## config.mk

```make
export PLATFORM = sky130hd
export DESIGN_NAME = per_track_note_gate_scheduler_top
export DESIGN_NICKNAME = d
export VERILOG_FILES = /design/src/design/ptngs_pkg.sv /design/src/design/ptngs_store.sv /design/src/design/per_track_note_gate_scheduler_top.sv
export SDC_FILE = /design/constraint.sdc
export NUM_CORES = 1
export LEC_CHECK = 0
export ABC_AREA = 1
export BUFFER_PORTS_ARGS = -buffer_cell sky130_fd_sc_hd__buf_2
export CORE_MARGIN = 2
export CORE_UTILIZATION = 45
export CTS_CLUSTER_DIAMETER = 40
export DETAILED_ROUTE_END_ITERATION = 8
export SLEW_MARGIN = 20
export SYNTH_ARGS = -nofsm -noshare
export SYNTH_HDL_FRONTEND = slang
export SYNTH_HIERARCHICAL = 1
export SYNTH_SLANG_ARGS = --single-unit
```

## constraint.sdc

```tcl
create_clock -name clk_i -period 9.78 [get_ports clk_i]
set_input_delay 0.489 -clock clk_i [delete_from_list [all_inputs] [get_ports clk_i]]
set_output_delay 0.489 -clock clk_i [all_outputs]
set_load 0.01 [all_outputs]
```

## src/design/ptngs_pkg.sv

```systemverilog
// ============================================================================
// ptngs_pkg
// Shared types and constants of the per-track note gate scheduler.
// ============================================================================
package ptngs_pkg;

  // Track field width and the largest store the track field can address
  localparam int unsigned TrackW   = 4;
  localparam int unsigned StoreMax = 16;

  // Input operation codes
  typedef enum logic [1:0] {
    OP_ADD   = 2'd0,
    OP_PULSE = 2'd1,
    OP_QUERY = 2'd2,
    OP_NONE  = 2'd3
  } opcode_e;

  // Message kinds on the result channel
  typedef enum logic [1:0] {
    KIND_ON     = 2'd0,
    KIND_OFF    = 2'd1,
    KIND_STATUS = 2'd2
  } kind_e;

  // Sequencer states, one-hot
  typedef enum logic [2:0] {
    S_IDLE  = 3'b001,
    S_PROC  = 3'b010,
    S_FLUSH = 3'b100
  } state_e;

  // One track entry as kept in the store (37 bits)
  typedef struct packed {
    logic [6:0]  note;
    logic [4:0]  channel;
    logic [6:0]  velocity;
    logic [15:0] life;
    logic        hold;
    logic        playing;
  } entry_t;

  // One outgoing message
  typedef struct packed {
    kind_e       kind;
    logic [3:0]  track;
    logic [6:0]  note;
    logic [6:0]  velocity;
    logic [4:0]  channel;
    logic        playing;
  } result_t;

  // Write port of the entry store
  typedef struct packed {
    logic              en;
    logic [TrackW-1:0] addr;
    entry_t            data;
  } store_wr_t;

endpackage

```

## src/design/ptngs_store.sv

```systemverilog
// ============================================================================
// ptngs_store
// Track entry memory: one write and one registered read per cycle. Per-entry
// valid bits make a never-written entry read as all zero after reset.
// ============================================================================
module ptngs_store #(
  parameter int unsigned DEPTH = 16
) (
  input  logic                              clk_i,
  input  logic                              rst_ni,
  input  ptngs_pkg::store_wr_t              wr_i,
  input  logic [ptngs_pkg::TrackW-1:0]      raddr_i,
  output ptngs_pkg::entry_t                 rdata_o
);

  localparam int unsigned AddrW = (DEPTH > 1) ? $clog2(DEPTH) : 1;

  ptngs_pkg::entry_t mem_q [DEPTH];
  ptngs_pkg::entry_t rdata_q;
  logic [DEPTH-1:0]  vld_q;
  logic              rvld_q;

  // Write entry and read addressed entry
  always_ff @(posedge clk_i) begin
    if (wr_i.en) begin
      mem_q[wr_i.addr[AddrW-1:0]] <= wr_i.data;
    end
    rdata_q <= mem_q[raddr_i[AddrW-1:0]];
  end

  // Track which entries hold written data
  always_ff @(posedge clk_i or negedge rst_ni) begin
    if (!rst_ni) begin
      vld_q  <= '0;
      rvld_q <= 1'b0;
    end else begin
      if (wr_i.en) begin
        vld_q[wr_i.addr[AddrW-1:0]] <= 1'b1;
      end
      rvld_q <= vld_q[raddr_i[AddrW-1:0]];
    end
  end

  // Unwritten entries read as the cleared value
  assign rdata_o = rvld_q ? rdata_q : '0;

endmodule

```

## src/design/per_track_note_gate_scheduler_top.sv

```systemverilog
// ============================================================================
// per_track_note_gate_scheduler_top
// Per-track note entry store that gates note-on and note-off messages with a
// pulse clock, replaces entries on add and reports playing flags on query.
//
//   channel | direction | handshake              | payload
//   --------+-----------+------------------------+----------------------------
//   in      | input     | in_valid_i / in_ready_o | opcode, track, note fields
//   out     | output    | out_valid_o / out_ready_i | kind, track, note, flag, last
//
// An add or a query on a valid track passes through accept with store read,
// update and flush. An out-of-range query goes from accept to flush; other
// dropped items end at accept. A pulse reads, updates and writes back all
// min(TRACKS,16) entries one per cycle, unless stalled, via store read/write ports.
// Reset clears all entries at once through per-entry valid bits.
// The walk stalls while a new message meets full pending and output registers.
// ============================================================================
module per_track_note_gate_scheduler_top #(
  parameter int unsigned TRACKS = 16
) (
  input  logic        clk_i,
  input  logic        rst_ni,
  input  logic        in_valid_i,
  output logic        in_ready_o,
  input  logic [1:0]  opcode_i,
  input  logic [3:0]  track_i,
  input  logic [6:0]  root_note_i,
  input  logic [4:0]  midi_channel_i,
  input  logic [6:0]  velocity_i,
  input  logic [15:0] pulse_life_i,
  input  logic        hold_i,
  output logic        out_valid_o,
  input  logic        out_ready_i,
  output logic [1:0]  kind_o,
  output logic [3:0]  out_track_o,
  output logic [6:0]  out_note_o,
  output logic [6:0]  out_velocity_o,
  output logic [4:0]  out_channel_o,
  output logic        is_playing_o,
  output logic        last_o
);

  localparam int unsigned Depth = (TRACKS < ptngs_pkg::StoreMax) ? TRACKS
                                                                  : ptngs_pkg::StoreMax;
  localparam int unsigned AddrW = (Depth > 1) ? $clog2(Depth) : 1;
  localparam logic [AddrW-1:0] LastIdx = AddrW'(Depth - 1);

  ptngs_pkg::state_e    state_q, state_d;
  logic [AddrW-1:0]     idx_q, idx_d, idx_next;
  ptngs_pkg::opcode_e   op_q;
  ptngs_pkg::entry_t    new_q;
  ptngs_pkg::entry_t    cur;
  ptngs_pkg::entry_t    wr_entry;
  ptngs_pkg::store_wr_t wr;
  logic [ptngs_pkg::TrackW-1:0] raddr;

  ptngs_pkg::result_t   res, pend_q, pend_d, out_q, out_d;
  logic                 pend_v_q, pend_v_d, out_v_q, out_v_d, out_last_q, out_last_d;
  logic                 has_res, wr_req, stall, walk_end, out_free, trk_ok, in_xfer;

  // Entry store
  ptngs_store #(
    .DEPTH (Depth)
  ) u_store (
    .clk_i   (clk_i),
    .rst_ni  (rst_ni),
    .wr_i    (wr),
    .raddr_i (raddr),
    .rdata_o (cur)
  );

  assign in_ready_o = (state_q == ptngs_pkg::S_IDLE);
  assign in_xfer    = in_valid_i && in_ready_o;
  assign trk_ok     = ({1'b0, track_i} < 5'(Depth));
  assign out_free   = !out_v_q || out_ready_i;
  assign idx_next   = idx_q + AddrW'(1);
  assign walk_end   = (op_q != ptngs_pkg::OP_PULSE) || (idx_q == LastIdx);

  // Latch the accepted item
  always_ff @(posedge clk_i or negedge rst_ni) begin
    if (!rst_ni) begin
      op_q <= ptngs_pkg::OP_NONE;
    end else if (in_xfer) begin
      op_q <= ptngs_pkg::opcode_e'(opcode_i);
    end
  end

  always_ff @(posedge clk_i) begin
    if (in_xfer) begin
      new_q.note     <= root_note_i;
      new_q.channel  <= midi_channel_i;
      new_q.velocity <= velocity_i;
      new_q.life     <= pulse_life_i;
      new_q.hold     <= hold_i;
      new_q.playing  <= 1'b0;
    end
  end

  // Modify the entry read from the store and form its message
  always_comb begin
    has_res       = 1'b0;
    wr_req        = 1'b0;
    wr_entry      = cur;
    res.kind      = ptngs_pkg::KIND_STATUS;
    res.track     = 4'(idx_q);
    res.note      = cur.note;
    res.velocity  = cur.velocity;
    res.channel   = cur.channel;
    res.playing   = cur.playing;
    case (op_q)
      ptngs_pkg::OP_ADD: begin
        wr_req           = 1'b1;
        wr_entry         = new_q;
        wr_entry.playing = cur.playing && cur.hold;
        has_res          = cur.playing && !cur.hold;
        res.kind         = ptngs_pkg::KIND_OFF;
        res.playing      = 1'b0;
      end
      ptngs_pkg::OP_PULSE: begin
        wr_req = 1'b1;
        if (cur.life != '0) begin
          if (cur.playing) begin
            wr_entry.life = cur.life - 16'd1;
          end else begin
            wr_entry.playing = 1'b1;
            has_res          = 1'b1;
            res.kind         = ptngs_pkg::KIND_ON;
            res.playing      = 1'b1;
          end
        end else if (cur.playing) begin
          wr_entry.playing = 1'b0;
          has_res          = 1'b1;
          res.kind         = ptngs_pkg::KIND_OFF;
          res.playing      = 1'b0;
        end
      end
      ptngs_pkg::OP_QUERY: begin
        has_res = 1'b1;
      end
      default: begin
        has_res = 1'b0;
      end
    endcase
  end

  // Hold the walk when a second message has nowhere to go
  assign stall = has_res && pend_v_q && !out_free;

  // Sequence items, drive store accesses and move messages toward the output
  always_comb begin
    state_d    = state_q;
    idx_d      = idx_q;
    pend_v_d   = pend_v_q;
    pend_d     = pend_q;
    out_v_d    = out_v_q && !out_ready_i;
    out_d      = out_q;
    out_last_d = out_last_q;
    raddr      = 4'(idx_q);
    wr.en      = 1'b0;
    wr.addr    = 4'(idx_q);
    wr.data    = wr_entry;
    case (state_q)
      ptngs_pkg::S_IDLE: begin
        raddr = (opcode_i == ptngs_pkg::OP_PULSE) ? '0 : track_i;
        if (in_xfer) begin
          idx_d = track_i[AddrW-1:0];
          case (opcode_i)
            ptngs_pkg::OP_ADD: begin
              if (trk_ok) begin
                state_d = ptngs_pkg::S_PROC;
              end
            end
            ptngs_pkg::OP_PULSE: begin
              idx_d   = '0;
              state_d = ptngs_pkg::S_PROC;
            end
            ptngs_pkg::OP_QUERY: begin
              if (trk_ok) begin
                state_d = ptngs_pkg::S_PROC;
              end else begin
                pend_d       = '0;
                pend_d.kind  = ptngs_pkg::KIND_STATUS;
                pend_d.track = track_i;
                pend_v_d     = 1'b1;
                state_d      = ptngs_pkg::S_FLUSH;
              end
            end
            default: begin
              state_d = ptngs_pkg::S_IDLE;
            end
          endcase
        end
      end
      ptngs_pkg::S_PROC: begin
        if (!stall) begin
          wr.en = wr_req;
          if (has_res) begin
            if (pend_v_q) begin
              out_v_d    = 1'b1;
              out_d      = pend_q;
              out_last_d = 1'b0;
            end
            pend_d   = res;
            pend_v_d = 1'b1;
          end
          if (walk_end) begin
            state_d = ptngs_pkg::S_FLUSH;
          end else begin
            idx_d = idx_next;
            raddr = 4'(idx_next);
          end
        end
      end
      ptngs_pkg::S_FLUSH: begin
        if (!pend_v_q) begin
          state_d = ptngs_pkg::S_IDLE;
        end else if (out_free) begin
          out_v_d    = 1'b1;
          out_d      = pend_q;
          out_last_d = 1'b1;
          pend_v_d   = 1'b0;
          state_d    = ptngs_pkg::S_IDLE;
        end
      end
      default: begin
        state_d = ptngs_pkg::S_IDLE;
      end
    endcase
  end

  // Control registers
  always_ff @(posedge clk_i or negedge rst_ni) begin
    if (!rst_ni) begin
      state_q  <= ptngs_pkg::S_IDLE;
      idx_q    <= '0;
      pend_v_q <= 1'b0;
      out_v_q  <= 1'b0;
    end else begin
      state_q  <= state_d;
      idx_q    <= idx_d;
      pend_v_q <= pend_v_d;
      out_v_q  <= out_v_d;
    end
  end

  // Message registers
  always_ff @(posedge clk_i) begin
    pend_q     <= pend_d;
    out_q      <= out_d;
    out_last_q <= out_last_d;
  end

  assign out_valid_o    = out_v_q;
  assign kind_o         = out_q.kind;
  assign out_track_o    = out_q.track;
  assign out_note_o     = out_q.note;
  assign out_velocity_o = out_q.velocity;
  assign out_channel_o  = out_q.channel;
  assign is_playing_o   = out_q.playing;
  assign last_o         = out_last_q;

`ifndef SYNTHESIS
  // No message may wait in the pending stage once the block is idle
  assert property (@(posedge clk_i) disable iff (!rst_ni)
    (state_q == ptngs_pkg::S_IDLE) |-> !pend_v_q)
    else $error("pending message left behind at idle");

  // The store is written only while an entry is being updated
  assert property (@(posedge clk_i) disable iff (!rst_ni)
    wr.en |-> (state_q == ptngs_pkg::S_PROC))
    else $error("store write outside update state");

  // A flushed message appears at the output marked as final
  assert property (@(posedge clk_i) disable iff (!rst_ni)
    (state_q == ptngs_pkg::S_FLUSH && pend_v_q && out_free) |=> (out_valid_o && last_o))
    else $error("final message not presented with last");

  // A new item is taken only with the output free of a non-final message
  assert property (@(posedge clk_i) disable iff (!rst_ni)
    (in_xfer && out_valid_o) |-> last_o)
    else $error("item accepted while a walk message is still out");
`endif

endmodule
```

[Word-level counts from Yosys, hierarchy flattened]
Memories as Yosys holds them, arrays and structs flattened. A register that Yosys moved wholly into a read port is not among the register bits.
Cells that the tools add are included.
Operators by class
  bitwise gates (word level): 2
  equal/unequal tests: 17
  multiplexer cells: 62
  reductions and logical operators: 25
  add/sub/neg operators: 2
  $lt $le $gt $ge: 3
Operator list (number)
  2-to-1 mux 26 bit: 5
  case mux 26 bit (2 select lines): 1
  2-to-1 mux 37 bit: 1
  2-to-1 mux 16 bit: 2
  case mux 16 bit (2 select lines): 1
  2-to-1 mux 1 bit: 26
  2-to-1 mux 19 bit: 1
  2-to-1 mux 4 bit: 4
  OR 16 bit: 1
  case mux 4 bit (2 select lines): 2
  nonzero test 16 bit: 1
  subtractor 16 x 1 -> 16 bit, second input constant: 1
  2-to-1 mux 3 bit: 5
  inequality test 2 bit, second input constant: 6
  less-than comparator 4 x 5 -> 1 bit, second input constant: 2
  case mux 1 bit (2 select lines): 5
  case mux 3 bit (3 select lines): 1
  2-to-1 mux 2 bit: 4
  logical AND 1 bit: 7
  AND reduction 3 bit: 2
  AND reduction 6 bit: 1
  adder 4 x 1 -> 4 bit, second input constant: 1
  binary-select mux 1 bit (select 4 bit): 1
  demux 1 bit (select 4 bit): 1
  20 further kinds: 29
Word-level totals
  memory bits (writable): 592
  register bits: 117
  output and inout port bits: 29
  memories kept: 1
Memories
  u_store.mem_q: depth 16, width 37, rd ports 1, clocked after memory_dff 1, wr ports 1, RTL line ptngs_store.sv:18  | ptngs_pkg::entry_t mem_q [DEPTH];

[Longest topological paths before layout]
Gate-level depths: netlist (run 1).
  depth in word-level cells: 10
  gate-level depth with buffers: 26
  depth with buffers taken out: 22

[Cells and area by module]
The synthesis (run 1) kept the hierarchy.
By module, submodules not included
  ptngs_store: instances 1, area each 27223.6 µm², cells an instance 2610, seq. area each 18943.2 µm²
  per_track_note_gate_scheduler_top: instances 1, area each 4699.5 µm², cells an instance 455, seq. area each 2951.6 µm²

[Least setup slack after synthesis (run 1)]
No wires, ideal clock.
  path type: register to register
  from: register u_store.rvld_q
  to: memory u_store/mem_q[12][0] (netlist name), enable pin
  path slack: 5.406 ns
  path buffers: 1
  clock period less this slack: 4.374 ns
  stages on the path, launching flop included: 17
  arrival: 3.942 ns
  library setup time: 0.431 ns
  cell sequence: dfrtp_1 -> clkbuf_1 -> nand2_1 -> inv_1 -> inv_1 -> ha_1 -> nand2_2 -> nor2_4 -> nand2_4 -> inv_1 -> ha_1 -> o21ai_1 -> nand3_4 -> nand3_1 -> inv_1 -> nand3_1 -> nor2_1
RTL lines
  from (decl): RTL line ptngs_store.sv:21  | logic rvld_q;
  from (signal assigned): RTL line ptngs_store.sv:40  | rvld_q <= vld_q[raddr_i[AddrW-1:0]];
  to (decl): RTL line ptngs_store.sv:18

==> results of run 1 <==
[synth_stat cells, types with 6 or more instances]
cell type,count
clkbuf_1,21
nor2_1,47
o21ai_0,26
edfxtp_1,681
buf_6,25
buf_4,14
nand4_1,10
inv_1,537
buf_1,10
nand2_1,994
dfxtp_1,37
nor2_2,6
a22oi_1,15
dfrtp_1,25
nand3_1,482
buf_2,71
[power groups by stage]
stage                     registers, uW  logic, uW  clock network, uW
after global routing               4580       5880               4120
after floorplan                    4540       3930                  0
after CTS                          4560       5280               3980
final                              4550       5280               3920
after global placement             4610       5140                  0
after detailed placement           4620       5240                  0
[timing repair]
item | 4_1_cts | 5_1_grt
hold endpoints to repair | 58 | 0
hold buffers | 34 | 0
resized for setup | 0 | 0
[area by class of cell]
type                    instances  area (sq um)  share of cell area (%)
clock buffers                 125          2800                    7.53
clock inverters                76           916                    2.47
inverters                     546          2060                    5.55
multi-input cells            1632          7260                    19.6
flip-flops and latches        746         21900                    59.0
well taps                     940          1180                    3.17
repair buffers                143          1020                    2.76
[flip-flops by register name, indices dropped and copies added (netlist names), 3 cells and up]
register and count:
pend_q 26, state_q 3, out_track_o 4, out_velocity_o 7
out_channel_o 5, u_store/vld_q 16, u_store/mem_q 592, idx_q 4
out_note_o 7, u_store/rdata_q 37, new_q 36
[routing by layer]
layer,vias up,wire [um],global-route usage (%)
met3,135,4620,2.83
met2,661,37800,36.2
li1,10200,-,-
met5,-,0,0
met1,10300,34800,29.4
met4,0,2030,7.10
[metrics by stage]
step | hold slack [ns] | util, % | std cells | setup slack [ns] | cell area, sq um
5_1_grt | 0.0132 | 52.9 | 4208 | 4.03 | 37100
3_5_place_dp | 0.405 | 47.1 | 3972 | 4.51 | 33100
2_1_floorplan | 0.193 | - | 3065 | 5.41 | 31900
4_1_cts | 0.000469 | 52.9 | 4207 | 4.49 | 37100
6_report | 0.0260 | 52.9 | 4208 | 4.39 | 37100
3_3_place_gp | 0.404 | 47.1 | 3972 | 4.57 | 33100
[how the worst max path moves through the flow]
stage | startpoint | end | slack [ns] | cells after the start
CTS | u_store/rvld_q$_DFF_PN0_ | u_store/rdata_q[29]$_DFF_P_ | 4.49 | 24
floorplan | u_store/rvld_q$_DFF_PN0_ | u_store/mem_q[12][0]$_DFFE_PP_ | 5.41 | 16
global route | u_store/rvld_q$_DFF_PN0_ | u_store/rdata_q[15]$_DFF_P_ | 4.03 | 23
finish | u_store/rvld_q$_DFF_PN0_ | u_store/rdata_q[12]$_DFF_P_ | 4.39 | 23
detailed placement | u_store/rvld_q$_DFF_PN0_ | u_store/rdata_q[26]$_DFF_P_ | 4.51 | 23
global placement | u_store/rvld_q$_DFF_PN0_ | u_store/rdata_q[11]$_DFF_P_ | 4.57 | 23
[cells by family after synthesis]
family | after synthesis
xor+xnor | 6
compound gates | 66
buf+inv | 687
fa+ha+maj | 3
simple gates | 1557
flops | 746
[worst max-delay path: stages (launching register included)]
cell	delay (ns)
dfrtp_2	0.56
nand2_1	0.09
inv_1	0.21
inv_1	0.11
ha_1	0.29
nand2_2	0.18
nor2_4	0.06
nand2_4	0.12
inv_1	0.07
ha_1	0.30
o21ai_1	0.25
nand3_4	0.15
nand2_1	0.11
nand2_1	0.05
nand3_1	0.08
o211ai_1	0.09
buf_4	0.36
inv_8	0.68
buf_12	0.70
nand2_1	0.16
nand3_1	0.12
nand3_1	0.09
nand3_1	0.14
nand2_1	0.06
==> impl_results.md, run 1 <==
- GRT Overall Usage: 21.7%
- Synth top area share: 64.1%
- Comb pwr share: 38.4%
- N_diodes: 0
- Fill cells: 6023
- Rel. slew slack: 23.9%
- YS warnings: 6
- Status: finished, final reports clean
- Period utilization: 55.1%
- Async S/R FF share, synth: 3.75%
- P&R area growth vs syn: 16.3%
- Synth Area in Compound Gates: 1.33%
- Dominant synthesized flop cell: edfxtp_1
- Fin nets: 3225
- I/O Buffers: 74
- Post-synth EDFFs: between 600 and 700
- Most frequent cells in the layout: nand2_1 (994), edfxtp_1 (681), inv_1 (535)
- Synth Area in XOR/XNOR: less than 1%
- Register bit total from synthesis: between 700 and 800
- CTS buffer count: between 100 and 150
- Worst slew pin tran: between 1 and 1.5 ns
- Reg clk slew, reported paths: 0.06 ns
- Cells after Synth: 3065
- Worst EP arrival: ~5.9 ns
- Starting Density: 45.5%
- Largest family of logic cells by synthesized area: simple AND/OR/NAND/NOR gates
- Net Sw Power: 5520 uW
- Antenna violations before repair: 2
- Library cells used by synthesis: 40
- Vias/cell: roughly 5.1
- Largest net degree at the start of global routing: around 230
- Syn Nets: 3114
- Post-DP HPWL: between 30000 and 40000 um
- DIE AREA: ~0.073 sq mm
- Number of global-route vias before repair: 20800
- PwrDens: between 300 and 400 mW/mm^2
- Die Ht: about 270 um
- Gpl congestion: ~0.8
- Initial DRC count: 2157
- Clk pwr share: approximately 28%
- Crit Path Max Fanout: 187
- TritonCTS clock tree: done
- Unrepaired setup endpoints after global routing: no
- Max Clk Rate: 186 MHz
- Post-Route WL: 79200 um
- DR WL/cell: 18.8 um
- Critical Path RT: 10.32 ns
- Final setup viols: 0
- Core area: 0.0701 sq mm
- Fin Clk Skew: approximately 0.025 ns
- Leading area contributor after synthesis: edfxtp_1
- Peak supply drop: 0.000490 V
- Via count: 21300
- Clock Sink Count: approximately 750
- TritonRoute pass-1 iters: 7
- Share of cells above drive strength 1: 10.7%
- Antenna Nets Post-Route: 0
- Seq pwr share: 33.1%
- Internal: approximately 8200 uW
- CTS Buffer Depth: 3
- Pleak: 0.0160 uW
- Final Power: 13800 uW
- Fin. Hold Viols: 0
- I/O pin count: 75
- Nature of the critical path endpoint: flop
- Synth Cell Area: 0.0319 sq mm
- Reg-to-Reg End: u_store/rdata_q[12]$_DFF_P_
- Slew Limit Fails: 0
- Most common cell after layout, fill and taps aside: nand2_1
- First-pass GRT wire length: 121000 um
- Root Buffer Master: clkbuf_16
- Syn_area_per_cell: approximately 10 sq um
- Largest cells by area after synthesis: edfxtp_1 (64%), nand2_1 (12%), nand3_1 (7.6%)
- Sequential share of the synthesized area: 68.6%
- Worst R2R Setup Slack: 4.39 ns
- Post-CTS Setup Inserts: 0
- Critical Path Start Type: flop
- Worst hold start: pulse_life_i[1]
- Die Width: 270 um
- Switch share: 40.1%
- H-tree levels: 3
- HP Class: in -> reg
- Final TNS setup: 0 ns
- Final Critical Period: approximately 5.4 ns
- # rows: 97
- Total grt overflow: 0
- WHS Endpoint: new_q[3]$_DFFE_PP_
- Worst-Skew Late Latency: 0.66 ns
- DRC: 0
- Adder-Cell Fraction of Synth Area: less than 1%
- Maxcap violations: 0
- Kind of critical path: reg -> reg
- WHS Path Cells: 1
- Mux contribution to synthesized area: 0%
- Simple-gate portion of the synthesized area: 20.7%
- Reg2Reg Depth: 23
- Reg-to-Reg Start: u_store/rvld_q$_DFF_PN0_
Power figures use the tool's default switching activity.
==> run 2, diff against run 1 <==
Clock period 9.78 ns to 5.01 ns, I/O delays scaled along.
==> run 2 against run 1 <==
Global-route usage up 0.37 points. Utilization increased by 0.58 points. Clock power is 94% higher. Final area rose by 1.1%. Via count is 1.2% higher. Clock-buffer cell count is 9 lower. Cell count up 0.52%. Register-to-register slack lost 3.8 ns. Largest power group unchanged. Highest routed layer unchanged.
==> impl_results.md, run 2 (synthesized netlist as in run 1, its figures left out) <==
- H-tree levels: 3
- Slowest stage delay, CP: roughly 0.58 ns
- Clock Sink Count: 746
- Critical Path Start Type: flop
- Post-route cell area: 0.0375 sq mm
- Net Sw Power: 10900 uW
- DRC: 0
- Nature of the critical path endpoint: flop
- Starting Density: 45.5%
- Fin. Hold Viols: 0
- CTS buffer count: 107
- Vias/cell: between 5 and 6
- WHS Path Cells: 4
- Seq pwr share: 32.8%
- Slew Limit Fails: 0
- I/O pin count: 75
- Final setup viols: 0
- Kind of critical path: reg -> reg
- Max FFs per register: 592
- Share of cells above drive strength 1: 11.2%
- GRT Overall Usage: 22.1%
- Final Critical Period: 4.43 ns
- Antenna violations before repair: 0
- DR WL/cell: 18.9 um
- DIE AREA: about 0.073 sq mm
- CTS Buffer Depth: 3
- Number of global-route vias before repair: ~21000
- PwrDens: 722 mW/mm^2
- Largest net degree at the start of global routing: 153
- Crit Path Max Fanout: between 40 and 50
- Comb pwr share: 39.3%
- Reg clk slew, reported paths: 0.05 ns
- Worst EP arrival: 4.96 ns
- Maxcap violations: 0
- Crit-path most repeated cell: nand3_1
- I/O Buffers: 74
- Unrepaired setup endpoints after global routing: no
- Total grt overflow: 0
- Core area: 0.0701 sq mm
- Post-DP HPWL: 40500 um
- Register area: 0.0219 sq mm
- Critical Path RT: 5.54 ns
- Period utilization: 88.4%
- Switch share: roughly two fifths
- Die Width: about 270 um
- Pleak: around 0.016 uW
- Worst R2R Setup Slack: 0.58 ns
- Top Usage Layer GRT: met2
- # hold bufs at CTS: between 40 and 50
- CP max-delay cell: dfrtp_2
- Antenna Nets Post-Route: 0
- Max Clk Rate: 226 MHz
- First-pass GRT wire length: 123000 um
- Worst slew pin tran: about 0.94 ns
- Final TNS setup: 0 ns
- Placed Area: roughly 0.033 sq mm
- Peak supply drop: around 0.0010 V
- Fill cells: 6048
- Root Buffer Master: clkbuf_16
- Worst-Skew Late Latency: 0.66 ns
- P&R area growth vs syn: 17.6%
- Crit-path cells: nand2_1 > inv_1 > inv_1 > ha_1 > nand2_2 > nor2_4 > nand2_4 > inv_1 > ha_1 > o21ai_1 > nand3_4 > nand3_1 > nand3_1 > o211ai_1 > buf_4 > buf_4 > nand2_1 > nand3_1 > nand3_1 > nand3_1 > nand2_1
- GR Layer Usage met3: around 3.4%
- Internal: ~16000 uW
- Initial DRC count: 1959
- Non-filler cells, final: around 4200
- Fin Clk Skew: between 0.02 and 0.03 ns
- Met1 Use GR: 29.2%
- Post-Route WL: 79900 um
- # rows: 97
- M2 GR Usage: 37.0%
- Gpl congestion: between 0.8 and 0.9
- Post-CTS Resized: 0
- Most frequent cells in the layout: nand2_1 (994), edfxtp_1 (681), inv_1 (535)
- Die Ht: 270 um
- N_diodes: 0
- Reg2Reg Depth: 21
- Area of the multi-input gates: 0.00726 sq mm
- Placed cells: 3990
- Fin nets: between 3000 and 4000
- Via count: 21500
- HP Class: in -> reg
- Most common cell after layout, fill and taps aside: nand2_1
- Rel. slew slack: 36.8%
- TritonRoute pass-1 iters: 5
- TritonCTS clock tree: done
- Post-CTS Setup Inserts: 0
- Clk pwr share: roughly 28%
- Final Core Density: 53.5%
- Status: finished, final reports clean
-- run 2: routing by layer --
metal	part of all wire [%]	vias to the layer above
met3	6.2	161
met4	3.0	0
met1	43	10400
li1	-	10200
met2	48	756
met5	0	-
-- run 2: worst paths after layout --
path,end,start
hold reg to reg,out_note_o[0]$_DFFE_PP_,pend_q[13]$_DFFE_PP_
min in group asynchronous,u_store/vld_q[14]$_DFFE_PN0P_,rst_ni
max in group asynchronous,u_store/rvld_q$_DFF_PN0_,rst_ni
setup reg to reg,u_store/rdata_q[26]$_DFF_P_,u_store/rvld_q$_DFF_PN0_
setup / recovery,u_store/rdata_q[26]$_DFF_P_,u_store/rvld_q$_DFF_PN0_
hold / removal,idx_q[2]$_DFFE_PN0P_,track_i[2]
-- run 2: final cells by class --
cell class / count / share of cell area, %
tap: 940 / 3.13
clock inverter: 83 / 2.53
multi-input combinational: 1632 / 19.3
timing repair buffer: 167 / 3.89
sequential: 746 / 58.3
inverter: 546 / 5.49
clock buffer: 116 / 7.28
-- run 2: worst max-delay path: cells and delay by family, from the launching register on --
family          cells  cell delay [ns]
fa+ha+maj           2             0.59
compound gates      2             0.50
simple gates       12             1.35
flops               1             0.58
buf+inv             5             1.28
-- run 2: power groups by stage --
stage	Clock, uW	Combinational [uW]	Sequential (uW)
2_1_floorplan	0	7660	8870
3_3_place_gp	0	10400	9000
3_5_place_dp	0	10600	9010
4_1_cts	7700	10700	8880
5_1_grt	7980	11900	8920
6_report	7590	10600	8880
-- run 2: metrics by stage --
stage	hold slack, ns	setup WS [ns]	power [uW]
2_1_floorplan	-0.0451	0.636	16500
3_3_place_gp	0.312	0.745	19400
3_5_place_dp	0.328	0.686	19600
4_1_cts	0.101	0.601	27200
5_1_grt	0.151	0.238	28800
6_report	0.129	0.580	27100
